<file path="src/hw/rtl/dttl_pkg.sv">
package dttl_pkg;

  // Request kinds carried in s_tuser
  localparam logic [1:0] REQ_TICK    = 2'd0;
  localparam logic [1:0] REQ_SCHED   = 2'd1;
  localparam logic [1:0] REQ_UNSCHED = 2'd2;

  // Result status carried in m_tuser
  localparam logic [1:0] RES_FIRED = 2'd0;
  localparam logic [1:0] RES_DONE  = 2'd1;
  localparam logic [1:0] RES_FULL  = 2'd2;

  // Configuration register indexes
  localparam logic CFG_SPEED = 1'b0;
  localparam logic CFG_RUN   = 1'b1;

  localparam logic [15:0] SPEED_RESET = 16'd256;

  localparam int TIME_W  = 48;
  localparam int CLOCK_W = 56;
  localparam int DELAY_W = 32;
  localparam int ID_W    = 8;
  localparam int PROD_W  = 64;

  typedef struct packed {
    logic               started;
    logic [ID_W-1:0]    id;
    logic [DELAY_W-1:0] delay;
    logic [CLOCK_W-1:0] start;
  } slot_t;

  typedef enum logic [2:0] {
    S_IDLE,
    S_CLK,
    S_MUL,
    S_ADD,
    S_PRIME,
    S_SCAN,
    S_RESP
  } state_t;

  typedef struct packed {
    logic accept;
    logic sched_wr;
    logic clk_init;
    logic clk_latch;
    logic diff;
    logic mul;
    logic add;
    logic scan_start;
    logic scan_step;
    logic emit_resp;
  } cmd_t;

  typedef struct packed {
    logic not_started;
    logic run;
    logic cnt_zero;
    logic scan_last;
    logic hit;
    logic is_tick;
    logic out_free;
  } sts_t;

endpackage

</file>
<file path="src/hw/rtl/dttl_ram.sv">
module dttl_ram #(
  parameter int WIDTH = 8,
  parameter int DEPTH = 16,
  localparam int AW = (DEPTH > 1) ? $clog2(DEPTH) : 1
) (
  input  logic             clk,
  input  logic             we,
  input  logic [AW-1:0]    waddr,
  input  logic [WIDTH-1:0] wdata,
  input  logic             re,
  input  logic [AW-1:0]    raddr,
  output logic [WIDTH-1:0] rdata
);

  logic [WIDTH-1:0] mem [DEPTH];

  always_ff @(posedge clk) begin
    if (we) begin
      mem[waddr] <= wdata;
    end
    if (re) begin
      rdata <= mem[raddr];
    end
  end

endmodule

</file>
<file path="src/hw/rtl/dttl_ctrl.sv">
module dttl_ctrl (
  input  logic           clk,
  input  logic           rst,
  input  logic           in_valid,
  input  logic [1:0]     in_req,
  input  dttl_pkg::sts_t sts,
  output dttl_pkg::cmd_t cmd,
  output logic           in_ready
);
  import dttl_pkg::*;

  state_t state, state_next;

  always_ff @(posedge clk) begin
    if (rst) begin
      state <= S_IDLE;
    end else begin
      state <= state_next;
    end
  end

  always_comb begin
    state_next = state;
    cmd        = '0;
    in_ready   = 1'b0;
    unique case (state)
      S_IDLE: begin
        in_ready = 1'b1;
        if (in_valid) begin
          cmd.accept = 1'b1;
          unique case (in_req)
            REQ_TICK:    state_next = S_CLK;
            REQ_SCHED: begin
              cmd.sched_wr = 1'b1;
              state_next   = S_RESP;
            end
            REQ_UNSCHED: state_next = S_PRIME;
            default:     state_next = S_RESP;
          endcase
        end
      end
      S_CLK: begin
        if (sts.not_started) begin
          cmd.clk_init = 1'b1;
          state_next   = S_PRIME;
        end else if (sts.run) begin
          cmd.diff   = 1'b1;
          state_next = S_MUL;
        end else begin
          cmd.clk_latch = 1'b1;
          state_next    = S_PRIME;
        end
      end
      S_MUL: begin
        cmd.mul    = 1'b1;
        state_next = S_ADD;
      end
      S_ADD: begin
        cmd.add    = 1'b1;
        state_next = S_PRIME;
      end
      S_PRIME: begin
        if (sts.cnt_zero) begin
          state_next = S_RESP;
        end else begin
          cmd.scan_start = 1'b1;
          state_next     = S_SCAN;
        end
      end
      S_SCAN: begin
        // hold while a fired result has nowhere to go
        if (!(sts.hit && sts.is_tick && !sts.out_free)) begin
          cmd.scan_step = 1'b1;
          if (sts.scan_last) begin
            state_next = S_RESP;
          end
        end
      end
      S_RESP: begin
        if (sts.out_free) begin
          cmd.emit_resp = 1'b1;
          state_next    = S_IDLE;
        end
      end
      default: state_next = S_IDLE;
    endcase
  end

endmodule

</file>
<file path="src/hw/rtl/dttl_dp.sv">
module dttl_dp #(
  parameter int TASK_SLOTS = 16
) (
  input  logic                      clk,
  input  logic                      rst,
  input  dttl_pkg::cmd_t            cmd,
  output dttl_pkg::sts_t            sts,
  input  logic [1:0]                in_req,
  input  logic [dttl_pkg::TIME_W-1:0]  in_time,
  input  logic [dttl_pkg::ID_W-1:0]    in_id,
  input  logic [dttl_pkg::DELAY_W-1:0] in_delay,
  input  logic                      cfg_we,
  input  logic                      cfg_index,
  input  logic [15:0]               cfg_data,
  output logic                      out_valid,
  input  logic                      out_ready,
  output logic [1:0]                out_status,
  output logic [dttl_pkg::ID_W-1:0]    out_id,
  output logic [dttl_pkg::CLOCK_W-1:0] out_now,
  output logic                      out_last
);
  import dttl_pkg::*;

  localparam int AW = (TASK_SLOTS > 1) ? $clog2(TASK_SLOTS) : 1;
  localparam int CW = $clog2(TASK_SLOTS + 1);
  localparam logic [CW-1:0] FULL_CNT = CW'(TASK_SLOTS);

  logic [15:0]        speed;
  logic               run_en;
  logic [1:0]         req;
  logic [ID_W-1:0]    req_id;
  logic [TIME_W-1:0]  tick_t;
  logic               resp_full;
  logic [CLOCK_W-1:0] clock;
  logic [TIME_W-1:0]  last_t;
  logic [TIME_W-1:0]  diff;
  logic [PROD_W-1:0]  prod;
  logic [CW-1:0]      cnt, rd, wr;

  slot_t              rd_slot, wr_slot;
  logic               ram_we, ram_re;
  logic [AW-1:0]      ram_waddr, ram_raddr;

  logic [CLOCK_W-1:0] eff_start, thresh;
  logic [CLOCK_W:0]   elapsed;
  logic [PROD_W:0]    sum;
  logic               hit, is_tick, out_free, full_now, fire;

  // config registers
  always_ff @(posedge clk) begin
    if (rst) begin
      speed  <= SPEED_RESET;
      run_en <= 1'b1;
    end else if (cfg_we) begin
      if (cfg_index == CFG_SPEED) begin
        speed <= cfg_data;
      end
      if (cfg_index == CFG_RUN) begin
        run_en <= cfg_data[0];
      end
    end
  end

  // slot evaluation; a clock restarted below a start counts as overdue
  assign is_tick   = (req == REQ_TICK);
  assign eff_start = rd_slot.started ? rd_slot.start : clock;
  assign elapsed   = {1'b0, clock} - {1'b0, eff_start};
  assign thresh    = {{(CLOCK_W - DELAY_W - 8){1'b0}}, rd_slot.delay, 8'd0};
  assign hit       = is_tick ? (elapsed[CLOCK_W] || (elapsed[CLOCK_W-1:0] >= thresh))
                             : (rd_slot.id == req_id);
  assign out_free  = !out_valid || out_ready;
  assign full_now  = (cnt == FULL_CNT);
  assign fire      = cmd.scan_step && hit && is_tick;

  assign sum = {{(PROD_W - CLOCK_W + 1){1'b0}}, clock} + {1'b0, prod};

  always_comb begin
    sts             = '0;
    sts.not_started = (last_t == '0);
    sts.run         = run_en;
    sts.cnt_zero    = (cnt == '0);
    sts.scan_last   = (rd == cnt);
    sts.hit         = hit;
    sts.is_tick     = is_tick;
    sts.out_free    = out_free;
  end

  // slot store port control
  always_comb begin
    if (cmd.sched_wr) begin
      wr_slot.started = 1'b0;
      wr_slot.id      = in_id;
      wr_slot.delay   = in_delay;
      wr_slot.start   = '0;
      ram_waddr       = cnt[AW-1:0];
      ram_we          = !full_now;
    end else begin
      wr_slot.started = is_tick ? 1'b1 : rd_slot.started;
      wr_slot.id      = rd_slot.id;
      wr_slot.delay   = rd_slot.delay;
      wr_slot.start   = is_tick ? eff_start : rd_slot.start;
      ram_waddr       = wr[AW-1:0];
      ram_we          = cmd.scan_step && !hit;
    end
    ram_re    = cmd.scan_start || (cmd.scan_step && !sts.scan_last);
    ram_raddr = cmd.scan_start ? '0 : rd[AW-1:0];
  end

  dttl_ram #(
    .WIDTH($bits(slot_t)),
    .DEPTH(TASK_SLOTS)
  ) u_slots (
    .clk   (clk),
    .we    (ram_we),
    .waddr (ram_waddr),
    .wdata (wr_slot),
    .re    (ram_re),
    .raddr (ram_raddr),
    .rdata (rd_slot)
  );

  // request latch, clock update, scan pointers
  always_ff @(posedge clk) begin
    if (rst) begin
      clock  <= '0;
      last_t <= '0;
      cnt    <= '0;
      rd     <= '0;
      wr     <= '0;
    end else begin
      if (cmd.sched_wr && !full_now) begin
        cnt <= cnt + 1'b1;
      end
      if (cmd.clk_init) begin
        last_t <= tick_t;
        clock  <= '0;
      end
      if (cmd.clk_latch) begin
        last_t <= tick_t;
      end
      if (cmd.add) begin
        last_t <= tick_t;
        clock  <= (sum[PROD_W:CLOCK_W] != '0) ? '1 : sum[CLOCK_W-1:0];
      end
      if (cmd.scan_start) begin
        rd <= CW'(1);
        wr <= '0;
      end
      if (cmd.scan_step) begin
        if (!hit) begin
          wr <= wr + 1'b1;
        end
        if (sts.scan_last) begin
          cnt <= hit ? wr : wr + 1'b1;
        end else begin
          rd <= rd + 1'b1;
        end
      end
    end
  end

  always_ff @(posedge clk) begin
    if (cmd.accept) begin
      req       <= in_req;
      req_id    <= in_id;
      tick_t    <= in_time;
      resp_full <= (in_req == REQ_SCHED) && full_now;
    end
    if (cmd.diff) begin
      diff <= (tick_t >= last_t) ? (tick_t - last_t) : '0;
    end
    if (cmd.mul) begin
      prod <= PROD_W'(diff * speed);
    end
  end

  // result register
  always_ff @(posedge clk) begin
    if (rst) begin
      out_valid <= 1'b0;
    end else if (fire || cmd.emit_resp) begin
      out_valid <= 1'b1;
    end else if (out_ready) begin
      out_valid <= 1'b0;
    end
  end

  always_ff @(posedge clk) begin
    if (fire) begin
      out_status <= RES_FIRED;
      out_id     <= rd_slot.id;
      out_now    <= clock;
      out_last   <= 1'b0;
    end else if (cmd.emit_resp) begin
      out_status <= resp_full ? RES_FULL : RES_DONE;
      out_id     <= req_id;
      out_now    <= clock;
      out_last   <= 1'b1;
    end
  end

endmodule

</file>
<file path="src/hw/rtl/delayed_task_timer_list_unit.sv">
// Timer list unit: tick, schedule and unschedule requests over one stream.
// Schedule and unknown kinds go straight to the done result; an unschedule scans the
// slots, and a tick updates the clock and then scans. A request is taken only after the
// previous one is done. The n slots in use are scanned one a cycle through the single
// read port, and a stalled fired result holds the scan.
// Reset (rst, synchronous): empty list, clock zero and not started, speed 256, run on.
module delayed_task_timer_list_unit #(
  parameter int TASK_SLOTS = 16
) (
  input  logic        clk,
  input  logic        rst,
  // request stream
  input  logic        s_tvalid,
  output logic        s_tready,
  input  logic [87:0] s_tdata,   // tick_time[47:0], task_id[55:48], delay[87:56]
  input  logic [1:0]  s_tuser,   // req_type[1:0]
  // result stream
  output logic        m_tvalid,
  input  logic        m_tready,
  output logic [63:0] m_tdata,   // fired_id[7:0], now_scaled[63:8]
  output logic [1:0]  m_tuser,   // status[1:0]
  output logic        m_tlast,
  // configuration write port
  input  logic        cfg_we,
  input  logic        cfg_index,
  input  logic [15:0] cfg_data
);
  import dttl_pkg::*;

  cmd_t               cmd;
  sts_t               sts;
  logic [ID_W-1:0]    out_id;
  logic [CLOCK_W-1:0] out_now;

  // Controller: sequences the clock update, the compacting scan and the
  // final response; accepts a request only when the previous one is done.
  dttl_ctrl u_ctrl (
    .clk      (clk),
    .rst      (rst),
    .in_valid (s_tvalid),
    .in_req   (s_tuser),
    .sts      (sts),
    .cmd      (cmd),
    .in_ready (s_tready)
  );

  // Datapath: slot store, scaled clock, result register. The result
  // register parts the two sides, so a new request is taken while the
  // last result of the previous one still waits.
  dttl_dp #(
    .TASK_SLOTS(TASK_SLOTS)
  ) u_dp (
    .clk        (clk),
    .rst        (rst),
    .cmd        (cmd),
    .sts        (sts),
    .in_req     (s_tuser),
    .in_time    (s_tdata[47:0]),
    .in_id      (s_tdata[55:48]),
    .in_delay   (s_tdata[87:56]),
    .cfg_we     (cfg_we),
    .cfg_index  (cfg_index),
    .cfg_data   (cfg_data),
    .out_valid  (m_tvalid),
    .out_ready  (m_tready),
    .out_status (m_tuser),
    .out_id     (out_id),
    .out_now    (out_now),
    .out_last   (m_tlast)
  );

  assign m_tdata = {out_now, out_id};

endmodule

</file>
<file path="config.mk">
export PLATFORM = sky130hd
export DESIGN_NAME = delayed_task_timer_list_unit
export DESIGN_NICKNAME = d
export VERILOG_FILES = /design/src/hw/rtl/dttl_pkg.sv /design/src/hw/rtl/dttl_ram.sv /design/src/hw/rtl/dttl_ctrl.sv /design/src/hw/rtl/dttl_dp.sv /design/src/hw/rtl/delayed_task_timer_list_unit.sv
export SDC_FILE = /design/constraint.sdc
export NUM_CORES = 2
export LEC_CHECK = 0
export BUFFER_PORTS_ARGS = -buffer_cell sky130_fd_sc_hd__buf_2
export CAP_MARGIN = 20
export CELL_PAD_IN_SITES_DETAIL_PLACEMENT = 0
export CELL_PAD_IN_SITES_GLOBAL_PLACEMENT = 1
export CORE_AREA = 5 5 492 494
export DETAILED_ROUTE_END_ITERATION = 8
export DIE_AREA = 0 0 497 499
export PLACE_DENSITY = 0.82
export SYNTH_ARGS = -nofsm -noshare
export SYNTH_HDL_FRONTEND = slang
export SYNTH_SLANG_ARGS = --single-unit
</file>
<file path="constraint.sdc">
create_clock -name clk -period 13.3 [get_ports clk]
set_clock_uncertainty 0.1 [all_clocks]
set_input_delay 0 -clock clk [delete_from_list [all_inputs] [get_ports clk]]
set_output_delay 0 -clock clk [all_outputs]
set_load 0.01 [all_outputs]
</file>
==> impl_metrics.py <==
metrics = {
    "worst_setup_path": {
        "timing.setup.critical_path_class": "flip-flop to flip-flop",
        "r2r-start": "u_dp.u_slots.rdata[96]$_DFFE_PP_",
        "r2r_setup_slack_ns": 2.99,
        "worst-r2r-cell-count": 30,
        "timing.critical_path.required_ns": 13.62,
        "timing.rr.end": "u_dp.u_slots.mem[0][2]$_DFFE_PP_",
        "critPathMaxStageDelay_ns": 0.87,
        "critical_path.slowest_cell": "sky130_fd_sc_hd__nor3_2",
        "worst_ep_arrival_time_ns": 10.63,
        "end_kind": "flip-flop",
        "critPathMaxFanout": 33,
        "critPathLaunchType": "flip-flop",
    },
    "detailed_routing": {
        "drc": 0,
        "wl_per_cell_um": 25.9,
        "drt-vias-per-instance": 5.97,
        "dr_iter_0_viols": 8059,
        "vias": 76838,
        "route.antenna.remaining_nets": 0,
        "firstDrtPassIters": 6,
        "route.final.wire_length_mm": 333,
    },
    "power_and_ir_drop": {
        "power_leakage_uw": 0.0461,
        "maximum_resistive_drop_on_vdd_mv": 0.137,
        "p_per_area_nw_per_um2": 174,
    },
    "synthesis": {
        "postSynthCellCount": 9251,
        "yosys.area_share.xor_xnor": 0.0164,
        "synthSimpleGateAreaFrac": 0.0856,
        "synth_top_flop_cell": "sky130_fd_sc_hd__edfxtp_1",
        "synth_edf_count": 1884,
        "synth.distinct_cells": 89,
        "ys_seq_elements": 2027,
        "synth_compound_gate_area_share": 0.113,
        "synth_area_um2": 113000,
        "synth-async-reset-ratio": 0,
        "syn-num-nets": 10340,
        "yosys.area_share.adder": 0.151,
        "yosys-mux-area-fraction": 0.0635,
        "post_synth.cell_area_avg_um2": 12.2,
        "synthesis_warnings": 0,
        "sequential_fraction_of_the_synthesis_area": 0.526,
        "synth_top_family_by_area": "adder cells",
    },
    "die": {
        "die_w_um": 497,
        "num_rows": 179,
        "top_level_ports": 181,
        "start_util": 0.477,
        "placeableCoreArea_um2": 237000,
        "die-area_um2": 248000,
        "dieHeight_um": 499,
    },
    "grt": {
        "grt_start_max_net_pins": 141,
        "globalRouteOverflowTotal": 0,
        "grtUsageTotal": 0.263,
        "grt_antenna_before_repair": 27,
        "grt_pass1_wl_mm": 498,
        "via_count_of_the_first_global_routing_pass": 78278,
    },
    "min_path": {
        "timing.hold.worst_endpoint": "u_dp.u_slots.mem[6][69]$_DFFE_PP_",
        "timing.hold.worst.class": "input pin to flip-flop",
        "worst_hold_path.num_cells": 5,
        "hold_path_startpoint": "s_tdata[69]",
    },
    "clock_network": {
        "gates_resized_cts_repair": 0,
        "cts.clk_slew.worst_paths_ns": 0.06,
        "tritoncts.num_buffers": 199,
        "tritoncts_clock_tree": "done",
        "htree_num_levels": 4,
        "clk-insertion-delay-late_ns": 0.88,
        "clockBufferDepth": 3,
        "root_buffer": "sky130_fd_sc_hd__clkbuf_16",
        "cts_num_sinks": 2027,
    },
    "run": {
        "max-cap-violations": 0,
    },
    "sta": {
        "worst-slew-pin-transition_ns": 1.18,
        "finalHoldViolations": 0,
        "timing.final.setup_violations": 0,
        "finalWorstPathRequiredPeriod_ns": 10.31,
        "timing.setup.tns_ns": 0,
        "grt_setup_unrepaired": "no",
        "slew_headroom": 0.207,
        "hold_slack_ns": 0.0784,
        "finalCritPeriodShare": 0.775,
        "fmaxAchievable_ghz": 0.0970,
        "drv_slew": 0,
    },
    "layout": {
        "area.growth.synth_to_final_pct": 12.3,
        "layout-drive-gt1-share": 0.131,
        "finalNonFillerCells": 12865,
        "finalNetCount": 10601,
    },
    "outcome": {
        "status": "complete, no violations",
    },
    "place": {
        "io_buffer_count": 180,
        "dpl_hpwl_mm": 213,
        "place_inst": 12249,
        "gpl.final_weighted_congestion": 0.914,
    },
}
==> area by class of cell <==
| cell class | instances | area, um2 |
|---|---|---|
| Timing Repair Buffer | 633 | 5220 |
| Inverter | 764 | 2870 |
| Multi-Input combinational cell | 5887 | 48800 |
| Tap cell | 3167 | 3960 |
| Clock inverter | 121 | 1390 |
| Clock buffer | 250 | 5250 |
| Antenna cell | 16 | 40.0 |
| Sequential cell | 2027 | 59400 |
| Fill cell | 19694 | 110000 |
==> worst max-delay path by stage <==
stage	start	to	cells past startpoint
6_report	u_dp.u_slots.rdata[96]$_DFFE_PP_	u_dp.u_slots.mem[0][2]$_DFFE_PP_	30
5_1_grt	u_dp.u_slots.rdata[96]$_DFFE_PP_	u_dp.u_slots.mem[0][2]$_DFFE_PP_	30
4_1_cts	u_dp.u_slots.rdata[96]$_DFFE_PP_	u_dp.u_slots.mem[9][53]$_DFFE_PP_	30
3_5_place_dp	u_dp.u_slots.rdata[96]$_DFFE_PP_	u_dp.u_slots.mem[9][51]$_DFFE_PP_	30
3_3_place_gp	u_dp.u_slots.rdata[96]$_DFFE_PP_	u_dp.u_slots.mem[9][80]$_DFFE_PP_	30
2_1_floorplan	u_dp.u_slots.rdata[96]$_DFFE_PP_	u_dp.rd[3]$_SDFF_PP0_	33
==> power breakdown <==
group          switching [uW]  internal [uW]  total, uW
Clock                    2480           3210       5690
Combinational            5100           2890       7990
Sequential                418           7970       8390
==> sequential cells by signal, summed over array words and instances, names as in the netlist, 3 cells and up <==
name	count
u_dp.u_slots.mem	1552
u_dp.u_slots.rdata	97
u_dp.prod	64
u_dp.clock	56
u_dp.out_now	56
u_dp.diff	48
u_dp.last_t	48
u_dp.tick_t	48
u_dp.speed	16
u_dp.out_id	8
u_dp.req_id	8
u_dp.cnt	5
u_dp.rd	5
u_dp.wr	5
u_ctrl.state	3
==> critical path, delay by kind of cell (launching register included) <==
| kind | cells | cell delay (ns) |
|---|---|---|
| AO/OA/AOI/OAI | 9 | 2.93 |
| adder cells (fa/ha/maj) | 2 | 0.65 |
| XOR/XNOR | 1 | 0.24 |
| buffers and inverters | 2 | 0.96 |
| flip-flops | 1 | 0.64 |
| AND/OR/NAND/NOR | 15 | 4.07 |
| multiplexers | 1 | 0.29 |
==> Yosys cell counts (46+ instances only) <==
cell type / count / area share
sky130_fd_sc_hd__inv_1: 764 / 0.025
sky130_fd_sc_hd__and2_1: 258 / 0.014
sky130_fd_sc_hd__xor2_1: 83 / 0.0064
sky130_fd_sc_hd__clkbuf_1: 510 / 0.017
sky130_fd_sc_hd__nand4_1: 61 / 0.0034
sky130_fd_sc_hd__ha_1: 332 / 0.037
sky130_fd_sc_hd__nand2_1: 1114 / 0.037
sky130_fd_sc_hd__a21o_1: 136 / 0.0090
sky130_fd_sc_hd__nand3_1: 64 / 0.0028
sky130_fd_sc_hd__o32ai_1: 100 / 0.0078
sky130_fd_sc_hd__edfxtp_1: 1884 / 0.50
sky130_fd_sc_hd__o31ai_1: 67 / 0.0045
sky130_fd_sc_hd__a211oi_1: 85 / 0.0056
sky130_fd_sc_hd__nor2_1: 261 / 0.0087
sky130_fd_sc_hd__mux2i_1: 159 / 0.014
sky130_fd_sc_hd__nor2b_1: 138 / 0.0076
sky130_fd_sc_hd__nor3_1: 46 / 0.0020
sky130_fd_sc_hd__mux2_2: 496 / 0.049
sky130_fd_sc_hd__xnor2_1: 129 / 0.010
sky130_fd_sc_hd__a21oi_1: 667 / 0.030
sky130_fd_sc_hd__a221oi_1: 199 / 0.015
sky130_fd_sc_hd__fa_1: 645 / 0.11
sky130_fd_sc_hd__a31oi_1: 137 / 0.0076
sky130_fd_sc_hd__dfxtp_1: 143 / 0.025
sky130_fd_sc_hd__o21ai_0: 271 / 0.012
sky130_fd_sc_hd__o221ai_1: 100 / 0.0078
==> layout by cell type (no fill, tap or decap), types with 43 or more instances in the layout <==
master / instances
sky130_fd_sc_hd__clkbuf_1: 43
sky130_fd_sc_hd__buf_2: 183
sky130_fd_sc_hd__ha_1: 332
sky130_fd_sc_hd__a31oi_1: 136
sky130_fd_sc_hd__a21o_1: 136
sky130_fd_sc_hd__mux2i_1: 159
sky130_fd_sc_hd__o221ai_1: 100
sky130_fd_sc_hd__nand2_1: 1109
sky130_fd_sc_hd__nor2b_1: 137
sky130_fd_sc_hd__fa_1: 645
sky130_fd_sc_hd__xor2_1: 83
sky130_fd_sc_hd__mux2_2: 496
sky130_fd_sc_hd__a211oi_1: 85
sky130_fd_sc_hd__nand3_1: 64
sky130_fd_sc_hd__clkbuf_16: 199
sky130_fd_sc_hd__nor3_1: 45
sky130_fd_sc_hd__dfxtp_1: 140
sky130_fd_sc_hd__a21oi_1: 667
sky130_fd_sc_hd__a221oi_1: 199
sky130_fd_sc_hd__and2_1: 254
sky130_fd_sc_hd__o32ai_1: 99
sky130_fd_sc_hd__edfxtp_1: 1884
sky130_fd_sc_hd__nand4_1: 61
sky130_fd_sc_hd__o21ai_0: 266
sky130_fd_sc_hd__buf_4: 197
sky130_fd_sc_hd__dlygate4sd3_1: 224
sky130_fd_sc_hd__xnor2_1: 129
sky130_fd_sc_hd__o31ai_1: 67
sky130_fd_sc_hd__inv_1: 764
sky130_fd_sc_hd__nor2_1: 243
==> through the flow <==
stage	utilization	total power, uW	cell area, um2	worst slack [ns]
floorplan	-	13600	113000	1.99
global placement	0.498	16200	118000	3.15
detailed placement	0.498	16400	118000	3.05
CTS	0.535	22100	127000	2.97
global route	0.536	23300	127000	2.39
finish	0.536	22100	127000	2.99
==> cells by family (layout without fill, tap and decap cells) <==
| kind of cell | after synthesis | count (layout) |
|---|---|---|
| flops | 2027 | 2027 |
| simple gates | 2102 | 2102 |
| buf+inv | 1337 | 1768 |
| xor+xnor | 212 | 212 |
| compound gates | 1941 | 1941 |
| fa+ha+maj | 977 | 977 |
| mux | 655 | 655 |
| other cells | 0 | 16 |
==> timing repair <==
action,in CTS,in global routing
hold buffers,224,0
endpoints found under the setup margin,0,0
setup buffers,0,0
hold endpoints to repair,793,0
==> layer usage <==
layer / vias up / track usage / part of all wire
met3: 573 / 0.0472 / 0.082
met5: - / 0 / 0.00017
li1: 33817 / - / -
met1: 38859 / 0.364 / 0.42
met2: 3579 / 0.420 / 0.47
met4: 10 / 0.0917 / 0.035
(Power assumes the default switching activity.)
